<file path="config.mk">
export PLATFORM = sky130hd
export DESIGN_NAME = servo_angle_to_pulse_slew_top
export DESIGN_NICKNAME = d
export VERILOG_FILES = /design/src/hdl/sap_pkg.sv /design/src/hdl/servo_angle_to_pulse_slew_top.sv
export SDC_FILE = /design/constraint.sdc
export NUM_CORES = 2
export LEC_CHECK = 0
export BUFFER_PORTS_ARGS = -buffer_cell sky130_fd_sc_hd__buf_2
export CORE_MARGIN = 2
export CORE_UTILIZATION = 40
export DETAILED_ROUTE_END_ITERATION = 6
export GPL_ROUTABILITY_DRIVEN = 0
export GPL_TIMING_DRIVEN = 1
export PLACE_DENSITY = 0.59
export SYNTH_ARGS = -nofsm -noshare
export SYNTH_HDL_FRONTEND = slang
export SYNTH_SLANG_ARGS = --single-unit
</file>
<file path="constraint.sdc">
create_clock -name clock -period 21.3 [get_ports clock]
set_clock_uncertainty 0.1 [all_clocks]
set_input_delay 1.065 -clock clock [delete_from_list [all_inputs] [get_ports clock]]
set_output_delay 1.065 -clock clock [all_outputs]
set_load 0.01 [all_outputs]
</file>
<file path="src/hdl/sap_pkg.sv">
// package: payload types, register indexes and constants of the servo pulse mapper
package sap_pkg;

   localparam int PULSE_W = 12;
   localparam int ANGLE_W = 16;
   localparam int CSR_IDX_W = 3;
   localparam int CSR_DATA_W = 16;

   localparam int unsigned PERCENT_FULL = 10000;
   localparam int unsigned MS_PER_S = 1000;
   localparam int unsigned STEP_CAP = 131071;

   localparam logic signed [ANGLE_W-1:0] MIN_ANGLE_RST = -16'sd6434;
   localparam logic signed [ANGLE_W-1:0] MAX_ANGLE_RST = 16'sd6434;
   localparam logic [PULSE_W-1:0] MIN_PULSE_RST = 12'd500;
   localparam logic [PULSE_W-1:0] MAX_PULSE_RST = 12'd2500;
   localparam logic [PULSE_W-1:0] CUR_PULSE_RST = 12'd1500;
   localparam logic [15:0] SLEW_RATE_RST = 16'd4096;

   typedef enum logic [1:0] {
      OP_ANGLE   = 2'd0,
      OP_PERCENT = 2'd1,
      OP_PULSE   = 2'd2,
      OP_NONE    = 2'd3
   } op_type;

   typedef enum logic [CSR_IDX_W-1:0] {
      CSR_MIN_ANGLE = 3'd0,
      CSR_MAX_ANGLE = 3'd1,
      CSR_MIN_PULSE = 3'd2,
      CSR_MAX_PULSE = 3'd3,
      CSR_OFFSET    = 3'd4,
      CSR_SLEW_EN   = 3'd5,
      CSR_SLEW_RATE = 3'd6,
      CSR_SPARE     = 3'd7
   } csr_idx_type;

   typedef struct packed {
      logic [1:0]                opcode;
      logic signed [ANGLE_W-1:0] angle_cmd;
      logic [13:0]               percent_cmd;
      logic [15:0]               pulse_cmd;
      logic [31:0]               now_ms;
   } req_type;

   typedef struct packed {
      logic [PULSE_W-1:0]        pulse_width;
      logic signed [ANGLE_W-1:0] applied_angle;
      logic signed [ANGLE_W-1:0] target_angle;
      logic                      slew_limited;
   } rsp_type;

endpackage

</file>
<file path="src/hdl/servo_angle_to_pulse_slew_top.sv">
// servo command mapper: angle, percent or raw pulse to pulse width with slew limit
//
// One command is taken at a time; req_ready is high only while the block is
// idle and no result is waiting. The work runs on one shared multiplier and
// one radix-2 restoring divider. A stored command with no pending pulse
// update skips the divider; a raw pulse uses at most one division, an angle
// at most one without and two with slew limiting, a percent command one more.
// Limit register writes clamp the held angle at once; the held pulse is
// recomputed on the next command that needs it.
module servo_angle_to_pulse_slew_top (
   input  logic              clock,
   input  logic              reset,
   input  logic              req_valid,
   output logic              req_ready,
   input  sap_pkg::req_type  req_data,
   output logic              rsp_valid,
   input  logic              rsp_ready,
   output sap_pkg::rsp_type  rsp_data,
   input  logic              csr_we,
   input  logic [2:0]        csr_index,
   input  logic [15:0]       csr_wdata
);
   import sap_pkg::*;

   typedef enum logic [3:0] {
      ST_IDLE, ST_PCT_MUL, ST_RAW_CLAMP, ST_RAW_MUL, ST_TARGET, ST_SLEW_MUL,
      ST_A2P_CHK, ST_A2P_MUL, ST_DIV_LOAD, ST_DIV_RUN, ST_DIV_DONE, ST_COMMIT,
      ST_OUT
   } state_type;

   typedef enum logic [1:0] {PH_PCT, PH_SLEW, PH_A2P, PH_RAW} phase_type;

   function automatic logic signed [15:0] clamp19(input logic signed [18:0] v,
                                                  input logic signed [15:0] lo,
                                                  input logic signed [15:0] hi);
      logic signed [15:0] r;
      if (v < 19'(lo)) r = lo;
      else if (v > 19'(hi)) r = hi;
      else r = v[15:0];
      return r;
   endfunction

   function automatic logic signed [15:0] sat16(input logic signed [18:0] v);
      logic signed [15:0] r;
      if (v < -19'sd32768) r = -16'sd32768;
      else if (v > 19'sd32767) r = 16'sd32767;
      else r = v[15:0];
      return r;
   endfunction

   state_type state_ff;
   phase_type phase_ff;

   logic signed [15:0] min_angle_ff, max_angle_ff, offset_ff;
   logic [PULSE_W-1:0] min_pulse_ff, max_pulse_ff;
   logic               slew_en_ff;
   logic [15:0]        rate_ff;

   logic signed [15:0] cur_angle_ff, rec_target_ff;
   logic [31:0]        last_tick_ff;
   logic               has_last_ff, dirty_ff;
   logic [PULSE_W-1:0] cur_pulse_ff;

   req_type            req_ff;
   logic signed [15:0] cmd_ff, target_ff, ang_ff;
   logic [PULSE_W-1:0] pulse_wk_ff;
   logic               slim_ff;
   logic signed [50:0] prod_ff;
   logic signed [17:0] add_ff;
   logic [18:0]        den_ff;
   logic [47:0]        dq_ff;
   logic [18:0]        rem_ff;
   logic               neg_ff;
   logic [5:0]         cnt_ff;
   rsp_type            rsp_ff;
   logic               rsp_valid_ff;

   logic signed [16:0] arange_c;
   logic signed [12:0] prange_c;
   logic signed [17:0] num_c;
   logic [PULSE_W-1:0] raw_n_c;
   logic signed [32:0] mul_a_c;
   logic signed [17:0] mul_b_c;
   logic signed [50:0] prod_c;
   logic signed [51:0] dnum_c, dneg_c;
   logic [19:0]        trial_c;
   logic               ge_c;
   logic signed [48:0] q_c;
   logic signed [17:0] phys_c, delta_c, s_c;
   logic [16:0]        step_c;
   logic signed [18:0] lim_c;
   logic signed [16:0] tsum_c;
   logic [15:0]        raw_p_c;
   logic signed [15:0] new_min_c, new_max_c;

   assign arange_c = 17'(max_angle_ff) - 17'(min_angle_ff);
   assign prange_c = $signed({1'b0, max_pulse_ff}) - $signed({1'b0, min_pulse_ff});
   assign num_c    = 18'(ang_ff) - 18'(min_angle_ff);
   assign raw_n_c  = pulse_wk_ff - min_pulse_ff;
   assign tsum_c   = 17'(cmd_ff) + 17'(offset_ff);

   always_comb begin
      case (state_ff)
         ST_PCT_MUL: begin
            mul_a_c = 33'(arange_c);
            mul_b_c = (req_ff.percent_cmd > 14'(PERCENT_FULL)) ?
                      $signed({3'b0, 14'(PERCENT_FULL), 1'b0}) :
                      $signed({3'b0, req_ff.percent_cmd, 1'b0});
         end
         ST_SLEW_MUL: begin
            mul_a_c = $signed({1'b0, req_ff.now_ms - last_tick_ff});
            mul_b_c = $signed({2'b0, rate_ff});
         end
         ST_A2P_MUL: begin
            mul_a_c = 33'(num_c);
            mul_b_c = $signed({4'b0, prange_c[12:0], 1'b0});
         end
         ST_RAW_MUL: begin
            mul_a_c = 33'(arange_c);
            mul_b_c = $signed({5'b0, raw_n_c, 1'b0});
         end
         default: begin
            mul_a_c = '0;
            mul_b_c = '0;
         end
      endcase
   end

   assign prod_c  = mul_a_c * mul_b_c;
   assign dnum_c  = 52'(prod_ff) + 52'(add_ff);
   assign dneg_c  = -dnum_c + $signed({33'b0, den_ff}) - 52'sd1;
   assign trial_c = {rem_ff, dq_ff[47]};
   assign ge_c    = trial_c >= {1'b0, den_ff};
   assign q_c     = neg_ff ? -$signed({1'b0, dq_ff}) : $signed({1'b0, dq_ff});
   assign phys_c  = 18'(min_angle_ff) + $signed(q_c[17:0]);
   assign step_c  = (dq_ff > 48'(STEP_CAP)) ? 17'(STEP_CAP) : dq_ff[16:0];
   assign s_c     = $signed({1'b0, step_c});
   assign delta_c = 18'(target_ff) - 18'(cur_angle_ff);

   always_comb begin
      if (step_c == '0) lim_c = 19'(cur_angle_ff);
      else if (delta_c > s_c) lim_c = 19'(cur_angle_ff) + 19'(s_c);
      else if (delta_c < -s_c) lim_c = 19'(cur_angle_ff) - 19'(s_c);
      else lim_c = 19'(target_ff);
   end

   always_comb begin
      raw_p_c = req_ff.pulse_cmd;
      if (max_pulse_ff <= min_pulse_ff) raw_p_c = 16'(min_pulse_ff);
      else if (req_ff.pulse_cmd < 16'(min_pulse_ff)) raw_p_c = 16'(min_pulse_ff);
      else if (req_ff.pulse_cmd > 16'(max_pulse_ff)) raw_p_c = 16'(max_pulse_ff);
   end

   assign new_min_c = (csr_index == CSR_MIN_ANGLE) ? $signed(csr_wdata) : min_angle_ff;
   assign new_max_c = (csr_index == CSR_MAX_ANGLE) ? $signed(csr_wdata) : max_angle_ff;

   always_ff @(posedge clock) begin
      if (reset) begin
         state_ff      <= ST_IDLE;
         phase_ff      <= PH_PCT;
         min_angle_ff  <= MIN_ANGLE_RST;
         max_angle_ff  <= MAX_ANGLE_RST;
         min_pulse_ff  <= MIN_PULSE_RST;
         max_pulse_ff  <= MAX_PULSE_RST;
         offset_ff     <= '0;
         slew_en_ff    <= 1'b0;
         rate_ff       <= SLEW_RATE_RST;
         cur_angle_ff  <= '0;
         rec_target_ff <= '0;
         last_tick_ff  <= '0;
         has_last_ff   <= 1'b0;
         dirty_ff      <= 1'b0;
         cur_pulse_ff  <= CUR_PULSE_RST;
         rsp_valid_ff  <= 1'b0;
         cnt_ff        <= '0;
      end else begin
         case (state_ff)
            ST_IDLE: begin
               if (req_valid) begin
                  req_ff <= req_data;
                  cmd_ff <= req_data.angle_cmd;
                  case (op_type'(req_data.opcode))
                     OP_ANGLE: state_ff <= ST_TARGET;
                     OP_PERCENT: state_ff <= ST_PCT_MUL;
                     OP_PULSE: state_ff <= ST_RAW_CLAMP;
                     default: begin
                        ang_ff      <= cur_angle_ff;
                        pulse_wk_ff <= cur_pulse_ff;
                        state_ff    <= dirty_ff ? ST_A2P_CHK : ST_COMMIT;
                     end
                  endcase
               end
            end
            ST_PCT_MUL: begin
               prod_ff  <= prod_c;
               add_ff   <= 18'(PERCENT_FULL);
               den_ff   <= 19'(2 * PERCENT_FULL);
               phase_ff <= PH_PCT;
               state_ff <= ST_DIV_LOAD;
            end
            ST_RAW_CLAMP: begin
               pulse_wk_ff <= raw_p_c[PULSE_W-1:0];
               ang_ff      <= min_angle_ff;
               state_ff    <= (prange_c <= 0) ? ST_COMMIT : ST_RAW_MUL;
            end
            ST_RAW_MUL: begin
               prod_ff  <= prod_c;
               add_ff   <= 18'(prange_c);
               den_ff   <= {5'b0, prange_c[12:0], 1'b0};
               phase_ff <= PH_RAW;
               state_ff <= ST_DIV_LOAD;
            end
            ST_TARGET: begin
               target_ff <= clamp19(19'(tsum_c), min_angle_ff, max_angle_ff);
               ang_ff    <= clamp19(19'(tsum_c), min_angle_ff, max_angle_ff);
               slim_ff   <= 1'b0;
               state_ff  <= (slew_en_ff && has_last_ff) ? ST_SLEW_MUL : ST_A2P_CHK;
            end
            ST_SLEW_MUL: begin
               prod_ff  <= prod_c;
               add_ff   <= '0;
               den_ff   <= 19'(MS_PER_S);
               phase_ff <= PH_SLEW;
               state_ff <= ST_DIV_LOAD;
            end
            ST_A2P_CHK: begin
               if (arange_c <= 0 || prange_c <= 0 || num_c <= 0) begin
                  pulse_wk_ff <= min_pulse_ff;
                  state_ff    <= ST_COMMIT;
               end else if (num_c >= 18'(arange_c)) begin
                  pulse_wk_ff <= max_pulse_ff;
                  state_ff    <= ST_COMMIT;
               end else begin
                  state_ff <= ST_A2P_MUL;
               end
            end
            ST_A2P_MUL: begin
               prod_ff  <= prod_c;
               add_ff   <= 18'(arange_c);
               den_ff   <= {1'b0, arange_c[16:0], 1'b0};
               phase_ff <= PH_A2P;
               state_ff <= ST_DIV_LOAD;
            end
            ST_DIV_LOAD: begin
               neg_ff   <= dnum_c[51];
               dq_ff    <= dnum_c[51] ? dneg_c[47:0] : dnum_c[47:0];
               rem_ff   <= '0;
               cnt_ff   <= '0;
               state_ff <= ST_DIV_RUN;
            end
            ST_DIV_RUN: begin
               rem_ff <= ge_c ? 19'(trial_c - {1'b0, den_ff}) : trial_c[18:0];
               dq_ff  <= {dq_ff[46:0], ge_c};
               cnt_ff <= cnt_ff + 6'd1;
               if (cnt_ff == 6'd47) state_ff <= ST_DIV_DONE;
            end
            ST_DIV_DONE: begin
               case (phase_ff)
                  PH_PCT: begin
                     cmd_ff   <= sat16(19'(phys_c) - 19'(offset_ff));
                     state_ff <= ST_TARGET;
                  end
                  PH_SLEW: begin
                     ang_ff   <= clamp19(lim_c, min_angle_ff, max_angle_ff);
                     slim_ff  <= clamp19(lim_c, min_angle_ff, max_angle_ff) != target_ff;
                     state_ff <= ST_A2P_CHK;
                  end
                  PH_A2P: begin
                     pulse_wk_ff <= min_pulse_ff + q_c[PULSE_W-1:0];
                     state_ff    <= ST_COMMIT;
                  end
                  default: begin
                     ang_ff   <= min_angle_ff + q_c[15:0];
                     state_ff <= ST_COMMIT;
                  end
               endcase
            end
            ST_COMMIT: begin
               cur_pulse_ff <= pulse_wk_ff;
               dirty_ff     <= 1'b0;
               rsp_valid_ff <= 1'b1;
               rsp_ff.pulse_width <= pulse_wk_ff;
               case (op_type'(req_ff.opcode))
                  OP_ANGLE, OP_PERCENT: begin
                     cur_angle_ff  <= ang_ff;
                     rec_target_ff <= cmd_ff;
                     last_tick_ff  <= req_ff.now_ms;
                     has_last_ff   <= 1'b1;
                     rsp_ff.applied_angle <= ang_ff;
                     rsp_ff.target_angle  <= cmd_ff;
                     rsp_ff.slew_limited  <= slim_ff;
                  end
                  OP_PULSE: begin
                     cur_angle_ff  <= ang_ff;
                     rec_target_ff <= sat16(19'(ang_ff) - 19'(offset_ff));
                     last_tick_ff  <= req_ff.now_ms;
                     has_last_ff   <= 1'b1;
                     rsp_ff.applied_angle <= ang_ff;
                     rsp_ff.target_angle  <= sat16(19'(ang_ff) - 19'(offset_ff));
                     rsp_ff.slew_limited  <= 1'b0;
                  end
                  default: begin
                     rsp_ff.applied_angle <= cur_angle_ff;
                     rsp_ff.target_angle  <= rec_target_ff;
                     rsp_ff.slew_limited  <= 1'b0;
                  end
               endcase
               state_ff <= ST_OUT;
            end
            ST_OUT: begin
               if (rsp_ready) begin
                  rsp_valid_ff <= 1'b0;
                  state_ff     <= ST_IDLE;
               end
            end
            default: state_ff <= ST_IDLE;
         endcase

         if (csr_we) begin
            case (csr_idx_type'(csr_index))
               CSR_MIN_ANGLE, CSR_MAX_ANGLE, CSR_MIN_PULSE, CSR_MAX_PULSE: begin
                  if (csr_index == CSR_MIN_ANGLE) min_angle_ff <= $signed(csr_wdata);
                  if (csr_index == CSR_MAX_ANGLE) max_angle_ff <= $signed(csr_wdata);
                  if (csr_index == CSR_MIN_PULSE) min_pulse_ff <= csr_wdata[PULSE_W-1:0];
                  if (csr_index == CSR_MAX_PULSE) max_pulse_ff <= csr_wdata[PULSE_W-1:0];
                  cur_angle_ff <= clamp19(19'(cur_angle_ff), new_min_c, new_max_c);
                  dirty_ff     <= 1'b1;
               end
               CSR_OFFSET: offset_ff <= $signed(csr_wdata);
               CSR_SLEW_EN: begin
                  slew_en_ff  <= csr_wdata[0];
                  has_last_ff <= 1'b0;
               end
               CSR_SLEW_RATE: begin
                  rate_ff     <= csr_wdata;
                  has_last_ff <= 1'b0;
               end
               default: ;
            endcase
         end
      end
   end

   assign req_ready = state_ff == ST_IDLE;
   assign rsp_valid = rsp_valid_ff;
   assign rsp_data  = rsp_ff;

endmodule

</file>
==> metrics.md <==
| Metric | Value |
|---|---|
| Total global-route track usage | `28.3%` |
| Share of post-route cells with drive strength above 1 | `6.81%` |
| Final hold vios | `0` |
| Ys Warns | `0` |
| Clk slew on worst S/H paths | `0.06 ns` |
| Pwr dens | `93.7 mW/mm²` |
| Outcome | `complete, but fails checks` |
| Seq cells post-synth | `495` |
| Critical Path Stages | `40` |
| Min-delay worst type | `register to register` |
| Type of the worst setup path | `register to register` |
| Critical path arrival | `12.44 ns` |
| Placement-stage cell area | `0.0635 mm²` |
| CTS Hold Bufs | `0` |
| Global-route wire length before repair | `329 mm` |
| Synthesis-to-layout area growth | `8.89%` |
| Commonest non-fill, non-tap cell in the layout | `inv_1` |
| Initial antenna violation count | `11` |
| Post-synthesis sequential area ratio | `21.6%` |
| MaxCap Viol Count | `0` |
| Peak supply drop | `74.1 µV` |
| Number of CTS-inserted buffers | `66` |
| CTS tree | `yes` |
| WP buf/inv | `4` |
| Postcts setup bufs | `0` |
| Final min period | `12.08 ns` |
| Die H | `393 µm` |
| Number of flops mapped to enable cells by yosys | `315` |
| Pleak | `27.6 nW` |
| Avg Cell Area, Syn | `8.50 µm²` |
| Setup Viol. Count Final | `0` |
| Crit start category | `register` |
| Reg2Reg Depth | `40` |
| Post-route ant nets | `0` |
| Die ar. | `0.154 mm²` |
| Commonest cells after routing, fill and taps aside | `inv_1, nand2_1, ha_1, a21oi_1, nor2_1` |
| Crit path largest cell delay | `0.64 ns` |
| Largest net degree at the start of global routing | `75` |
| RSZ-0062 raised after global routing | `no` |
| Final wirelength | `218 mm` |
| Resize count post-CTS | `0` |
| Area occupied by multi-input gates | `0.0430 mm²` |
| Period utilization | `56.7%` |
| Grt ovf | `0` |
| Netlist cell types | `109` |
| Buffers on Ports | `150` |
| Final nets | `8,343` |
| Dpl hpwl | `173 mm` |
| WL/cell | `23.7 µm` |
| Longest Clk Path Bufs | `3` |
| Worst Path Max Fanout | `26` |
| CP Data Required Time | `21.66 ns` |
| Post-DR vias/cell | `5.82` |
| Violated checks | `DRC` |
| Post-route design area | `0.0658 mm²` |
| Slew at the pin closest to its max-slew limit | `1.46 ns` |
| Synth Flop Type | `edfxtp_1` |
| Critical Path Most Common Cell | `fa_1` |
| Number of H-tree levels | `3` |
| Worst skew pair latency | `0.72 ns` |
| CP Capture Type | `register` |
| IO Count | `151` |
| CTS root buffer | `clkbuf_16` |
| # DRC | `19` |
| Area leader, netlist | `fa_1` |
| Via count | `53,587` |
| Core ar. | `0.150 mm²` |
| First-pass DRT Iterations | `7` |
| Asr flop ratio synth | `0%` |
| Slew Viols, Final | `0` |
| Core Util, Final | `43.9%` |
| Total Negative Setup Slacks | `0 ns` |
| Hold path cells | `2` |
| Std cell rows | `142` |
| Die width | `393 µm` |
| Register area | `0.0131 mm²` |
| Post-synth top area share | `17.2%` |
| CP max stage cell | `a2111oi_0` |
| Vias in the first global route | `52,725` |
| Synth area leaders | `fa_1, edfxtp_1, ha_1` |
| CTS Sinks | `495` |
| FMAX | `82.8 MHz` |
| Slew margin rel. | `2.28%` |
| Critical path's top delay family | `compound AO/OA/AOI/OAI gates` |
| # fillers | `14,969` |
| Post-Syn Instances | `7,112` |
| 1st-iter DRT viols | `5,990` |
| Initial Util | `40.3%` |
| Mapped cell area | `0.0605 mm²` |
worst reg2reg max path, delay by kind of cell (launching register included):
kind	cells	cell delay (ns)
DFF	1	0.53
AOI/OAI and AO/OA	20	5.22
adders and majority gates	9	4.03
and+or+nand+nor	6	1.13
xor gates and xnor gates	1	0.15
buffers and inverters	4	0.64
stage by stage:
step	hold slack [ns]	instances	worst slack, ns	power [mW]
2_1_floorplan	0.332	7118	11.13	3.74
3_3_place_gp	0.342	9073	9.66	4.82
3_5_place_dp	0.347	9073	9.34	4.86
4_1_cts	0.355	9193	9.28	6.09
5_1_grt	0.369	9193	8.44	6.52
6_report	0.353	9201	9.22	6.17
logic make-up after synthesis:
logic type | synth area share (%)
and+or+nand+nor | 16.3
DFF | 21.6
other | 0.0124
buffers and inverters | 7.59
muxes | 2.38
AOI/OAI and AO/OA | 17.8
adders and majority gates | 29.5
xor gates and xnor gates | 4.76
worst paths after layout:
check | slack [ns] | start | endpoint
hold / removal | 0.35 | last_tick_ff[10] | last_tick_ff[10]
hold reg to reg | 0.35 | last_tick_ff[10] | last_tick_ff[10]
setup reg to reg | 9.22 | max_angle_ff[0] | prod_ff[43]
setup / recovery | 9.22 | max_angle_ff[0] | prod_ff[43]
flip-flops by register name, indices dropped and copies added (netlist names), 17 cells and up:
signal        count
req_ff           64
rsp_data         45
rem_ff           19
prod_ff          50
add_ff           17
dq_ff            48
last_tick_ff     32
cells in the mapped netlist (all sizes together) (35+ instances only):
cell type,instances
inv,889
nand2,819
ha,595
a21oi,560
nor2,555
fa,519
o21ai,327
edfxtp,315
clkbuf,275
xnor2,221
dfxtp,180
a21o,146
nor2b,145
nor3,127
mux2i,112
xor2,107
nand3,104
a211oi,84
nand2b,80
o21a,73
or3,63
a31oi,57
nand4,56
o21bai,53
buf,45
o211ai,40
and2,36
nor4,35
area by class of cell:
| type | count | share of cell area (%) |
|---|---|---|
| multi-input combinational | 5413 | 65.4 |
| sequential | 495 | 19.8 |
| inverter | 890 | 5.07 |
| tap | 2016 | 3.83 |
| clock buffer | 84 | 2.72 |
| timing repair buffer | 259 | 2.39 |
| clock inverter | 36 | 0.745 |
| antenna | 8 | 0.0304 |
power breakdown:
part           internal (mW)  total, mW  switching [mW]
combinational           1.24       3.56            2.31
clock                  0.701       1.20           0.501
sequential              1.24       1.41           0.174
metal layers:
metal  GRT usage (%)  share of wire (%)  up-vias
li1                -                  -    24440
met3            7.35                 11      583
met1            37.8                 41    25872
met2            42.0                 42     2686
met4            14.6                5.8        6
met5               0              0.018        -
No activity file was read; power rests on OpenSTA's default activity.
